### src/hdl/pda_pkg.sv
package pda_pkg;

    localparam int DEF_NUM_STATES    = 16;
    localparam int DEF_TABLE_ENTRIES = 64;
    localparam int DEF_STACK_DEPTH   = 256;
    localparam int DEF_EPSILON_LIMIT = 16;

    localparam int SYM_W    = 8;
    localparam int STATE_W  = 4;
    localparam int DEPTH_W  = 9;
    localparam int STATUS_W = 3;
    localparam int SLOT_W   = 6;
    localparam int MASK_W   = 16;
    localparam int CFG_W    = 16;
    localparam int CFG_IDX_W = 2;

    localparam logic [SYM_W-1:0] BOTTOM_RESET = 8'd126;
    localparam logic [SYM_W-1:0] EPSILON_SYM  = 8'd0;

    localparam logic [CFG_IDX_W-1:0] REG_INITIAL = 2'd0;
    localparam logic [CFG_IDX_W-1:0] REG_ACCEPT  = 2'd1;
    localparam logic [CFG_IDX_W-1:0] REG_BOTTOM  = 2'd2;

    typedef enum logic [1:0] {
        ACT_ALPHA = 2'd0,
        ACT_LOAD  = 2'd1,
        ACT_FEED  = 2'd2,
        ACT_END   = 2'd3
    } action_t;

    typedef enum logic [1:0] {
        SOP_NONE    = 2'd0,
        SOP_PUSH    = 2'd1,
        SOP_POP     = 2'd2,
        SOP_REPLACE = 2'd3
    } stack_op_t;

    typedef enum logic [2:0] {
        ST_OK         = 3'd0,
        ST_NO_MOVE    = 3'd1,
        ST_NOT_ALPHA  = 3'd2,
        ST_BOTTOM_POP = 3'd3,
        ST_OVERFLOW   = 3'd4
    } status_t;

    typedef enum logic [2:0] {
        BK_IDLE,
        BK_MATCH,
        BK_SELECT,
        BK_REFILL,
        BK_RESULT
    } back_state_t;

    typedef struct packed {
        action_t              action;
        logic                 in_alpha;
        logic [SLOT_W-1:0]    entry_index;
        logic                 entry_valid;
        logic [STATE_W-1:0]   from_state;
        logic [SYM_W-1:0]     symbol;
        logic [SYM_W-1:0]     stack_key;
        logic [STATE_W-1:0]   to_state;
        stack_op_t            stack_op;
        logic [SYM_W-1:0]     push_char;
    } cmd_t;

    typedef struct packed {
        logic push;
        logic pop;
        logic full;
        logic empty;
    } queue_ctl_t;

    localparam int QUEUE_DEPTH = 2;

endpackage

### src/hdl/pda_queue.sv
module pda_queue (
    input  logic                clk,
    input  logic                rst_n,
    input  logic                push,
    input  pda_pkg::cmd_t       wr_data,
    input  logic                pop,
    output pda_pkg::cmd_t       rd_data,
    output pda_pkg::queue_ctl_t ctl
);

    localparam int PW = $clog2(pda_pkg::QUEUE_DEPTH);
    localparam int CW = $clog2(pda_pkg::QUEUE_DEPTH + 1);

    pda_pkg::cmd_t slot_reg [pda_pkg::QUEUE_DEPTH];
    logic [PW-1:0] wr_ptr_reg, wr_ptr_next;
    logic [PW-1:0] rd_ptr_reg, rd_ptr_next;
    logic [CW-1:0] count_reg, count_next;
    logic          do_push, do_pop;

    assign ctl.full  = (count_reg == CW'(pda_pkg::QUEUE_DEPTH));
    assign ctl.empty = (count_reg == '0);
    assign do_push   = push && !ctl.full;
    assign do_pop    = pop && !ctl.empty;
    assign ctl.push  = do_push;
    assign ctl.pop   = do_pop;
    assign rd_data   = slot_reg[rd_ptr_reg];

    always_comb
    begin
        wr_ptr_next = do_push ? wr_ptr_reg + PW'(1) : wr_ptr_reg;
        rd_ptr_next = do_pop ? rd_ptr_reg + PW'(1) : rd_ptr_reg;
        count_next  = count_reg;
        if (do_push && !do_pop)
        begin
            count_next = count_reg + CW'(1);
        end
        else if (do_pop && !do_push)
        begin
            count_next = count_reg - CW'(1);
        end
    end

    always_ff @(posedge clk or negedge rst_n)
    begin
        if (!rst_n)
        begin
            wr_ptr_reg <= '0;
            rd_ptr_reg <= '0;
            count_reg  <= '0;
        end
        else
        begin
            wr_ptr_reg <= wr_ptr_next;
            rd_ptr_reg <= rd_ptr_next;
            count_reg  <= count_next;
        end
    end

    always_ff @(posedge clk)
    begin
        if (do_push)
        begin
            slot_reg[wr_ptr_reg] <= wr_data;
        end
    end

endmodule

### config.mk
export PLATFORM = sky130hd
export DESIGN_NAME = pda_queue
export DESIGN_NICKNAME = d
export VERILOG_FILES = /design/src/hdl/pda_pkg.sv /design/src/hdl/pda_queue.sv
export SDC_FILE = /design/constraint.sdc
export NUM_CORES = 1
export LEC_CHECK = 0
export CORE_UTILIZATION = 50
export CTS_CLUSTER_SIZE = 16
export DETAILED_ROUTE_END_ITERATION = 8
export DONT_BUFFER_PORTS = 1
export GPL_TIMING_DRIVEN = 0
export SYNTH_ARGS = -nofsm -noshare
export SYNTH_HDL_FRONTEND = slang
export SYNTH_SLANG_ARGS = --single-unit
### constraint.sdc
create_clock -name clk -period 3.6 [get_ports clk]
set_clock_uncertainty 0.1 [all_clocks]
set_input_delay 0.36 -clock clk [delete_from_list [all_inputs] [get_ports clk]]
set_output_delay 0.36 -clock clk [all_outputs]
set_load 0.02 [all_outputs]
==> impl_metrics.yaml <==
global_routing:
  use_met2: 0.281
  grt-busiest-layer: "met2"
  grt_use_met3: 0.0543
  grt_start_max_net_pins: 31
  track_usage: 0.158
  overflow: 0
  grt_pass1_wl_mm: 8.37
  grt_antenna_before_repair: 0
  first_global_vias: 1711
  grt_use_met1: 0.164
yosys:
  ys_seq_elements: 92
  syn-num-nets: 208
  synth_warnings: 0
  synth_top_cells_by_count: "88 x edfxtp_1, 39 x mux2_4, 5 x mux2_2, 4 x buf_12, 4 x dfrtp_1"
  ys_types: 16
  synth-main-ff-cell: "edfxtp_1"
  synthCells: 159
  syn_area_per_cell_sq_um: 22.6
  synth_edf_count: 88
  syn_area_sq_um: 3590
  synth_top_area_cell: "edfxtp_1"
  ys_seq_area_frac: 0.763
  synthArstFlopShare: 0.0435
  synthTopCellsByArea: "edfxtp_1 74%, mux2_4 16%, dfrtp_1 2.8%, buf_12 2.2%, mux2_2 1.6%"
  synth.most_common_cell: "edfxtp_1"
  synth_top_area_share: 0.735
critical_path:
  cp-startpoint: "count_reg[0]$_DFFE_PN0P_"
  endpoint: "slot_reg[0][37]$_DFFE_PP_"
  cp_top_family: "simple AND/OR/NAND/NOR gates"
  crit_path_start_kind: "flop"
  rr_endpoint: "slot_reg[0][37]$_DFFE_PP_"
  critPathCaptureType: "flop"
  reg2regPathDepth: 4
  r2r_setup_slack_ns: 1.61
  cp.depth: 4
  cp_slowest_cell: "nor2_4"
  rr_startpoint: "count_reg[0]$_DFFE_PN0P_"
  crit_chain: "nand2b_1, nand2_1, nor2_4, buf_16"
  cp_max_fo: 24
  cp.required_ns: 3.54
  critPathArrivalTime_ns: 1.93
  crit_path_max_incr_delay_ns: 0.56
  crit_type: "reg -> reg"
  crit_buf_inv: 1
clock_tree:
  clock-root-buffer: "clkbuf_8"
  clock_latency_ns: 0.33
  cts_buffers: 9
  htree_levels: 3
  cts.sinks: 92
  cts-resized-gates: 0
  clockBufferDepth: 2
  cts_tree: "yes"
  cts.reportedPaths.clkPinSlew_ns: 0.08
die:
  die_w_microns: 86.8
  rows: 30
  die_area_sq_um: 7530
  die_h_microns: 86.8
  floorplan.initialDensity: 0.523
  top_level_ports: 96
  core-area_sq_um: 6870
final_layout:
  antenna-diode-count: 0
  utilization: 0.636
  regArea_sq_um: 2740
  largest_register_ffs: 88
  multi_input_area_sq_um: 743
  drive_above_1_share: 0.315
  area_growth_pct: 21.4
  fin_nets: 266
  n_fill_cell: 477
timing:
  rsz0062_at_grt: "false"
  setup_viol: 0
  finalCritPeriodShare: 0.553
  slew_viol_final: 0
  slew_headroom: 0.540
  tns_ns: 0
  max_freq_mhz: 503
  hold_viol: 0
  finalCriticalPeriod_ns: 1.99
  tightest_slew_ns: 0.688
drt:
  vias: 1575
  firstDrtPassIters: 6
  drt-initial-drc-count: 61
  post-route-drc-count: 0
  wl_mm: 5.54
  postRouteAntennaNets: 0
  wl_per_cell_microns: 17.6
  viasPerCell: 5.00
pwr:
  power_density_nw_per_um2: 783
  p_leak_nw: 1.61
  ir_drop_mv: 0.474
placed_design:
  numPortBuffers: 0
  dp_hpwl_mm: 3.63
  place.gp.congestion: 0.695
outcome:
  status: "completed"
min_path:
  hp-class: "in -> reg"
job:
  maxCapViolations: 0
[worst min path at each step]
stage          cells after the start                       end  startpoint
2_1_floorplan                      0  count_reg[0]$_DFFE_PN0P_       rst_n
3_3_place_gp                       0  count_reg[1]$_DFFE_PN0P_       rst_n
3_5_place_dp                       0    wr_ptr_reg$_DFFE_PN0P_       rst_n
4_1_cts                            2    rd_ptr_reg$_DFFE_PN0P_         pop
5_1_grt                            2    rd_ptr_reg$_DFFE_PN0P_         pop
6_report                           2    rd_ptr_reg$_DFFE_PN0P_         pop
[logic make-up (layout without fill, tap and decap cells)]
group                    Yosys count  count (layout)  synth area share
flip-flops                        92              92             0.763
multiplexers                      44              44             0.179
buffers and inverters             10              70            0.0327
AND/OR/NAND/NOR                    6               6           0.00766
XOR/XNOR                           5               5            0.0122
adder cells (fa/ha/maj)            1               1           0.00348
AO/OA/AOI/OAI                      1               1           0.00244
[placed cells by master (no fill, tap or decap), types with 2 or more instances in the layout]
| cell type | n |
|---|---|
| buf_12 | 5 |
| inv_1 | 3 |
| mux2_4 | 39 |
| dlygate4sd3_1 | 45 |
| xor2_1 | 2 |
| xnor2_1 | 3 |
| buf_4 | 2 |
| dfrtp_1 | 4 |
| clkbuf_8 | 9 |
| mux2_2 | 5 |
| nor2_1 | 2 |
| edfxtp_1 | 88 |
| clkinv_2 | 4 |
[report_power, final]
group | internal [mW] | switching [mW]
Combinational | 0.590 | 0.746
Sequential | 1.46 | 0.0793
Clock | 0.234 | 0.303
Total | 2.29 | 1.13
[layout make-up]
class / instances / share of cell area
clock buffer: 9 / 0.0284
tap: 96 / 0.0275
clock inverter: 4 / 0.00459
multi-input combinational: 57 / 0.170
sequential: 92 / 0.628
timing repair buffer: 47 / 0.114
buffer: 7 / 0.0244
inverter: 3 / 0.00258
[per-layer routing]
metal | part of all wire | vias up
li1 | - | 725
met1 | 0.38 | 782
met2 | 0.55 | 60
met3 | 0.062 | 8
met4 | 0.014 | 0
met5 | 0 | -
[worst register-to-register path: cells and delay by family (launching register included)]
family | cells | cell delay [ns]
simple gates | 3 | 0.87
buf+inv | 1 | 0.26
flops | 1 | 0.46
[stage by stage]
step,std cells,worst slack (ns),instance area (sq um),power (mW),hold slack (ns)
4_1_cts,315,1.60,4370,3.46,0.0759
6_report,315,1.61,4370,3.42,0.0947
2_1_floorplan,159,0.535,3590,2.67,-0.0356
5_1_grt,315,1.49,4370,3.58,0.118
3_3_place_gp,255,-0.322,3710,2.81,-0.0355
3_5_place_dp,257,1.61,3770,2.88,-0.0354
[timing repair]
item | in CTS | in global routing
hold endpoints to repair | 92 | 0
hold buffers | 45 | 0
buffers inserted | 0 | 0
Note: power is estimated with default switching activity, not from simulation.
