**config.mk**
```make
export PLATFORM = sky130hd
export DESIGN_NAME = pda_front
export DESIGN_NICKNAME = d
export VERILOG_FILES = /design/src/hdl/pda_pkg.sv /design/src/hdl/pda_front.sv
export SDC_FILE = /design/constraint.sdc
export NUM_CORES = 1
export LEC_CHECK = 0
export BUFFER_PORTS_ARGS = -buffer_cell sky130_fd_sc_hd__buf_2
export CAP_MARGIN = 10
export CELL_PAD_IN_SITES_DETAIL_PLACEMENT = 1
export CELL_PAD_IN_SITES_GLOBAL_PLACEMENT = 1
export CORE_MARGIN = 4
export CORE_UTILIZATION = 35
export DETAILED_ROUTE_END_ITERATION = 12
export GPL_TIMING_DRIVEN = 0
export PLACE_DENSITY_LB_ADDON = 0.15
export SYNTH_ARGS = -nofsm -noshare
export SYNTH_HDL_FRONTEND = slang
export SYNTH_SLANG_ARGS = --single-unit
```
**constraint.sdc**
```tcl
create_clock -name clk -period 2.9 [get_ports clk]
set_input_delay 0.29 -clock clk [delete_from_list [all_inputs] [get_ports clk]]
set_output_delay 0.29 -clock clk [all_outputs]
set_load 0.03 [all_outputs]
```
**src/hdl/pda_pkg.sv**
```systemverilog
package pda_pkg;

    localparam int DEF_NUM_STATES    = 16;
    localparam int DEF_TABLE_ENTRIES = 64;
    localparam int DEF_STACK_DEPTH   = 256;
    localparam int DEF_EPSILON_LIMIT = 16;

    localparam int SYM_W    = 8;
    localparam int STATE_W  = 4;
    localparam int DEPTH_W  = 9;
    localparam int STATUS_W = 3;
    localparam int SLOT_W   = 6;
    localparam int MASK_W   = 16;
    localparam int CFG_W    = 16;
    localparam int CFG_IDX_W = 2;

    localparam logic [SYM_W-1:0] BOTTOM_RESET = 8'd126;
    localparam logic [SYM_W-1:0] EPSILON_SYM  = 8'd0;

    localparam logic [CFG_IDX_W-1:0] REG_INITIAL = 2'd0;
    localparam logic [CFG_IDX_W-1:0] REG_ACCEPT  = 2'd1;
    localparam logic [CFG_IDX_W-1:0] REG_BOTTOM  = 2'd2;

    typedef enum logic [1:0] {
        ACT_ALPHA = 2'd0,
        ACT_LOAD  = 2'd1,
        ACT_FEED  = 2'd2,
        ACT_END   = 2'd3
    } action_t;

    typedef enum logic [1:0] {
        SOP_NONE    = 2'd0,
        SOP_PUSH    = 2'd1,
        SOP_POP     = 2'd2,
        SOP_REPLACE = 2'd3
    } stack_op_t;

    typedef enum logic [2:0] {
        ST_OK         = 3'd0,
        ST_NO_MOVE    = 3'd1,
        ST_NOT_ALPHA  = 3'd2,
        ST_BOTTOM_POP = 3'd3,
        ST_OVERFLOW   = 3'd4
    } status_t;

    typedef enum logic [2:0] {
        BK_IDLE,
        BK_MATCH,
        BK_SELECT,
        BK_REFILL,
        BK_RESULT
    } back_state_t;

    typedef struct packed {
        action_t              action;
        logic                 in_alpha;
        logic [SLOT_W-1:0]    entry_index;
        logic                 entry_valid;
        logic [STATE_W-1:0]   from_state;
        logic [SYM_W-1:0]     symbol;
        logic [SYM_W-1:0]     stack_key;
        logic [STATE_W-1:0]   to_state;
        stack_op_t            stack_op;
        logic [SYM_W-1:0]     push_char;
    } cmd_t;

    typedef struct packed {
        logic push;
        logic pop;
        logic full;
        logic empty;
    } queue_ctl_t;

    localparam int QUEUE_DEPTH = 2;

endpackage

```
**src/hdl/pda_front.sv**
```systemverilog
module pda_front (
    input  logic                          clk,
    input  logic                          rst_n,
    input  logic                          item_valid,
    output logic                          item_ready,
    input  logic [1:0]                    action,
    input  logic [pda_pkg::SYM_W-1:0]     symbol,
    input  logic                          member,
    input  logic [pda_pkg::SLOT_W-1:0]    entry_index,
    input  logic                          entry_valid,
    input  logic [pda_pkg::STATE_W-1:0]   from_state,
    input  logic [pda_pkg::SYM_W-1:0]     stack_key,
    input  logic [pda_pkg::STATE_W-1:0]   to_state,
    input  logic [1:0]                    stack_op,
    input  logic [pda_pkg::SYM_W-1:0]     push_char,
    input  logic                          q_full,
    output logic                          q_push,
    output pda_pkg::cmd_t                 q_data
);

    localparam int ALPHA_N = 1 << pda_pkg::SYM_W;

    logic [ALPHA_N-1:0] alpha_reg;
    logic [ALPHA_N-1:0] alpha_next;

    assign item_ready = !q_full;
    assign q_push     = item_valid && !q_full;

    always_comb
    begin
        alpha_next = alpha_reg;
        if (q_push && pda_pkg::action_t'(action) == pda_pkg::ACT_ALPHA)
        begin
            alpha_next[symbol] = member;
        end
    end

    always_ff @(posedge clk or negedge rst_n)
    begin
        if (!rst_n)
        begin
            alpha_reg <= '0;
        end
        else
        begin
            alpha_reg <= alpha_next;
        end
    end

    always_comb
    begin
        q_data.action      = pda_pkg::action_t'(action);
        q_data.in_alpha    = alpha_reg[symbol];
        q_data.entry_index = entry_index;
        q_data.entry_valid = entry_valid;
        q_data.from_state  = from_state;
        q_data.symbol      = symbol;
        q_data.stack_key   = stack_key;
        q_data.to_state    = to_state;
        q_data.stack_op    = pda_pkg::stack_op_t'(stack_op);
        q_data.push_char   = push_char;
    end

endmodule

```
==> results of run 1 <==
[through the flow]
step | area [um^2] | total power, mW | worst slack [ns]
after floorplan | 13080 | 4.023 | 0.3148
after global placement | 13950 | 4.277 | -3.485
after detailed placement | 14040 | 4.298 | -0.8160
after CTS | 15180 | 8.317 | -0.1258
after global routing | 15230 | 8.515 | -0.1850
final | 15230 | 8.199 | -0.1163
[worst max-delay path, delay by kind of cell (launching register included)]
| family | cells | cell delay (ns) |
|---|---|---|
| DFF | 1 | 0.39 |
| and+or+nand+nor | 1 | 0.48 |
| AOI/OAI and AO/OA | 3 | 0.67 |
| buffers and inverters | 1 | 0.15 |
| muxes | 1 | 0.47 |
[worst paths after layout]
path	startpoint	endpoint	slack [ns]
max	alpha_reg[4]	q_data[41]	-0.12
min	rst_n	alpha_reg[146]	0.20
max reg2reg	alpha_reg[176]	alpha_reg[176]	2.12
min reg2reg	alpha_reg[112]	alpha_reg[112]	0.49
max in group asynchronous	rst_n	alpha_reg[107]	1.75
min in group clk	member	alpha_reg[247]	0.30
[report_power, final]
part | internal, mW | leakage (nW) | switching (mW)
Combinational | 0.189 | 2.95 | 0.432
Sequential | 3.60 | 3.57 | 0.0146
Clock | 2.44 | 0.510 | 1.53
Total | 6.23 | 7.03 | 1.97
[timing repair]
action                                  in CTS  in global routing
endpoints found under the hold margin       41                  0
hold buffers                                 1                  0
gates resized for setup                     36                  9
pin swaps                                    4                  1
endpoints found under the setup margin       1                  1
[metal layers]
layer  share of wire [%]  GRT usage (%)
met1                  46          26.33
met5                   0              0
met2                  48          31.70
met4                 2.3          5.151
met3                 3.1          2.063
[synth_stat cells, types with 2 or more instances]
| library cell | count |
|---|---|
| buf_1 | 4 |
| nor4_1 | 3 |
| nor2b_1 | 9 |
| buf_6 | 2 |
| nand2_1 | 184 |
| nand2b_1 | 7 |
| nor3_1 | 9 |
| mux2_2 | 203 |
| and2_1 | 2 |
| nand3_1 | 55 |
| buf_2 | 15 |
| nor2_1 | 117 |
| a21oi_1 | 14 |
| buf_4 | 46 |
| o21ai_0 | 48 |
| dfrtp_1 | 256 |
| clkbuf_1 | 54 |
| a22oi_1 | 32 |
| a21boi_0 | 2 |
| mux2_1 | 5 |
| mux4_2 | 64 |
[cells by family (layout without fill, tap and decap cells)]
family	count (synthesis)	in the layout	share of synthesized area (%)
flip-flops	256	256	48.98
multiplexers	272	272	28.93
buffers and inverters	123	245	5.195
AND/OR/NAND/NOR	391	391	12.40
AO/OA/AOI/OAI	99	99	4.496
other	0	1	0
[area by class of cell]
cell class / instances / area [um^2] / share of cell area, %
Sequential cell: 256 / 6406 / 42.06
Clock buffer: 46 / 882.1 / 5.791
Buffer: 122 / 725.7 / 4.765
Antenna cell: 1 / 2.502 / 0.01643
Multi-Input combinational cell: 762 / 6071 / 39.86
Inverter: 1 / 3.754 / 0.02464
Clock inverter: 10 / 150.1 / 0.9858
Timing Repair Buffer: 66 / 404.1 / 2.653
Tap cell: 468 / 585.6 / 3.845
==> results.yml, run 1 <==
run_status:
  run_status: "finished with violations"
  failed_checks: "setup timing"
finish:
  stdcell_count: 1732
  drive_above_1_share_pct: 36.90
  fill_cells: 3973
  most-common-layout-cells: "dfrtp_1, mux2_2, nand2_1"
  largest_reg_flops: 256
  utilization_pct: 41.50
  final_common_cell: "dfrtp_1"
  area_delta_synth_final_pct: 16.45
  final_nets: 1287
critical_path:
  crit_path_end_kind: "primary output"
  slowest_delay_ns: 0.48
  worst-path-max-fanout: 2
  critical-path-slowest-cell: "or4_1"
  arrival_ns: 2.73
  cp_data_required_time_ns: 2.61
  path_class: "register to primary output"
  reg2regPathDepth: 1
  worst_setup_path_start_kind: "register"
  path_cells: "mux4_2 > a22oi_1 > a21boi_0 > or4_1 > a211o_1 > buf_6"
timing:
  final.setup_skew_ns: 0
  tns_ns: -0.1163
  setup_ws_ns: -0.1163
  slew_headroom_pct: 21.04
  slew_violations: 0
  tightestPinTransition_ns: 1.175
  setup_viol: 1
  fmax_mhz: 331.5
  rsz0062_at_grt: "true"
  fin_crit_ns: 3.016
  post-route-period-util_pct: 104.0
  hold-worst-slack_ns: 0.2028
  hold_viol: 0
yosys:
  postSynthAreaPerCell_um2: 11.46
  yosysUniqueCellTypes: 31
  synthTopCellsByArea: "dfrtp_1, mux2_2, mux4_2, nand2_1, nor2_1"
  synth-main-ff-cell: "dfrtp_1"
  ys.warnings.count: 0
  synth-seq-area-share_pct: 48.98
  async_flop_share_pct: 100.0
  synth_edf_count: 0
  synth_area_leader_cell: "dfrtp_1"
  synth_seq_cells: 256
  netlist_area_um2: 13080
  synth_top_area_share_pct: 48.98
  synth_cells: 1141
  synth_fp_nets: 1189
die:
  fp-row-count: 70
  fp.coreArea_um2: 36700
  die_w_um: 201.3
  start_util_pct: 35.64
  fp.dieH_um: 201.3
  io_pins: 94
  die_area_um2: 40520
detailed_routing:
  ant_nets: 0
  wl_per_cell_um: 22.25
  remaining_drc_errors: 0
  drtIter0Drc: 528
  num_vias: 9209
  drt-vias-per-instance: 5.317
  routed_wl_um: 38540
  drtPass1Iterations: 5
flow_run:
  drv_cap: 0
placement:
  dpl.cell_count: 1671
  place_congestion: 0.9121
  hpwl_um: 27700
  port-buffer-count: 57
min_path:
  hp-class: "primary input to async pin"
clock_tree:
  clock-root-buffer: "clkbuf_16"
  postCtsSetupRepairBufs: 0
  htreeDepth: 1
  clockBufferDepth: 3
  tritoncts: "built"
  clk_pin_slew_ns: 0.06
  clkSinkCount: 256
  clock_latency_ns: 0.56
  numCtsBuffers: 30
global_routing:
  grt_pass1_wl_um: 60580
  antenna_found_initial: 0
  grt_max_degree: 113
  grt-ovfl-total: 0
  grt_pass1_vias: 9833
  grt_usage_pct: 18.91
power_and_ir_drop:
  power-per-cell-area_nw_per_um2: 538.3
  leakagePower_nw: 7.029
  vdd_drop_max_mv: 0.3944
(Power assumes the default switching activity.)
==> run 2: changes to the inputs <==
--- a/config.mk
+++ b/config.mk
@@ -6,14 +6,14 @@
 export NUM_CORES = 1
 export LEC_CHECK = 0
 export BUFFER_PORTS_ARGS = -buffer_cell sky130_fd_sc_hd__buf_2
-export CAP_MARGIN = 10
+export CAP_MARGIN = 20
 export CELL_PAD_IN_SITES_DETAIL_PLACEMENT = 1
 export CELL_PAD_IN_SITES_GLOBAL_PLACEMENT = 1
 export CORE_MARGIN = 4
 export CORE_UTILIZATION = 35
 export DETAILED_ROUTE_END_ITERATION = 12
 export GPL_TIMING_DRIVEN = 0
-export PLACE_DENSITY_LB_ADDON = 0.15
+export PLACE_DENSITY_LB_ADDON = 0.2
 export SYNTH_ARGS = -nofsm -noshare
 export SYNTH_HDL_FRONTEND = slang
 export SYNTH_SLANG_ARGS = --single-unit
==> constraint.sdc (replaced) <==
create_clock -name clk -period 2.9 [get_ports clk]
set_input_delay 0.145 -clock clk [delete_from_list [all_inputs] [get_ports clk]]
set_output_delay 0.145 -clock clk [all_outputs]
set_load 0.03 [all_outputs]
==> results.yml, run 2 (synthesized netlist as in run 1, its figures left out) <==
critical_path:
  worst-path-max-fanout: 2
  arrival_ns: 2.77
  crit_path_end_kind: "primary output"
  path_class: "register to primary output"
  ff2ff_setup_slack_ns: 2.11
  worst_setup_path_start_kind: "register"
  critical_path.startpoint: "alpha_reg[63]"
  slowest_delay_ns: 0.52
  cp_data_required_time_ns: 2.76
  critical-path-slowest-cell: "or4_1"
  path_cells: "mux4_2 > a22oi_2 > a21oi_1 > or4_1 > a211o_1 > buf_6"
  reg2reg_from: "alpha_reg[189]"
  r2r_end: "alpha_reg[189]"
  reg2regPathDepth: 1
clock_tree:
  clk_pin_slew_ns: 0.06
  htreeDepth: 1
  clockBufferDepth: 3
  clock-root-buffer: "clkbuf_16"
  tritoncts: "built"
  clock_latency_ns: 0.55
  numCtsBuffers: 30
  clkSinkCount: 256
detailed_routing:
  drtIter0Drc: 407
  num_vias: 9316
  drt-vias-per-instance: 5.394
  routed_wl_um: 38850
  ant_nets: 0
  drtPass1Iterations: 4
  remaining_drc_errors: 0
  wl_per_cell_um: 22.50
die:
  die_area_um2: 40520
  io_pins: 94
  fp.dieH_um: 201.3
  fp-row-count: 70
  start_util_pct: 35.64
  fp.coreArea_um2: 36700
  die_w_um: 201.3
finish:
  largest_reg_flops: 256
  drive_above_1_share_pct: 36.22
  final_nets: 1288
  most-common-layout-cells: "dfrtp_1, mux2_2, nand2_1"
  area_delta_synth_final_pct: 15.20
  utilization_pct: 41.06
  antennaDiodeCount: 0
  final_common_cell: "dfrtp_1"
timing:
  final.setup_skew_ns: 0
  rsz0062_at_grt: "true"
  slew_violations: 0
  tns_ns: -0.01077
  fin_crit_ns: 2.911
  setup_ws_ns: -0.01077
  slew_headroom_pct: 40.74
  hold_viol: 0
  setup_viol: 1
  tightestPinTransition_ns: 0.8822
  fmax_mhz: 343.6
  post-route-period-util_pct: 100.4
placement:
  port-buffer-count: 57
  hpwl_um: 27570
  place_ws_ns: -0.5550
  place_congestion: 0.8491
global_routing:
  grt_max_degree: 115
  grt_usage_pct: 19.03
  grt-ovfl-total: 0
  grt_pass1_wl_um: 61610
  grt_pass1_vias: 10150
  antenna_found_initial: 0
power_and_ir_drop:
  leakagePower_nw: 6.972
  fin_total_pwr_mw: 7.874
  vdd_drop_max_mv: 0.4168
  power-per-cell-area_nw_per_um2: 522.6
run_status:
  run_status: "finished with violations"
  failed_checks: "setup timing"
flow_run:
  drv_cap: 0
min_path:
  hp-class: "primary input to async pin"
run 2: what timing repair did:
action,CTS,global route
pin swaps,3,0
buffers inserted,0,0
hold buffers,1,0
resized for setup,20,5
hold endpoints to repair,256,0
setup endpoints to repair,1,1
run 2: metrics by stage:
| step | std cells | area [um^2] | hold WS, ns |
|---|---|---|---|
| 4_1_cts | 1723 | 15030 | 0.05074 |
| 6_report | 1727 | 15070 | 0.06578 |
| 3_5_place_dp | 1671 | 14040 | 0.05545 |
| 2_1_floorplan | 1141 | 13080 | -0.1506 |
| 5_1_grt | 1727 | 15070 | 0.08020 |
| 3_3_place_gp | 1666 | 13950 | 0.4682 |
run 2: where the power goes:
part           switching (mW)  internal (mW)  leakage [nW]  total, mW
clock                    1.52           2.12         0.462       3.65
combinational           0.428          0.184          2.94      0.612
sequential             0.0147           3.60          3.57       3.62
total                    1.96           5.91          6.97       7.87
run 2: final cells by class:
cell class	count	area [um^2]
Buffer	122	699.4
Clock buffer	43	860.8
Clock inverter	8	65.06
Fill cell	3965	21630
Inverter	1	3.754
Multi-Input combinational cell	762	6040
Sequential cell	256	6406
Tap cell	468	585.6
Timing Repair Buffer	67	406.6
run 2: how the worst max path moves through the flow:
stage / endpoint / cells past startpoint
floorplan: q_data[41] / 9
global placement: alpha_reg[13] / 1
finish: q_data[41] / 6
detailed placement: q_data[41] / 10
global route: q_data[41] / 6
CTS: q_data[41] / 6
run 2: critical path: cells and delay by family, from the launching register on:
family | cells | cell delay, ns
AO/OA/AOI/OAI | 3 | 0.67
flip-flops | 1 | 0.38
multiplexers | 1 | 0.51
buffers and inverters | 1 | 0.15
AND/OR/NAND/NOR | 1 | 0.52
run 2: routing by layer:
metal / routed length, um / global-route usage, %
met4: 873 / 4.663
met1: 17640 / 26.00
met3: 1305 / 2.079
met5: 0 / 0
met2: 19030 / 32.73
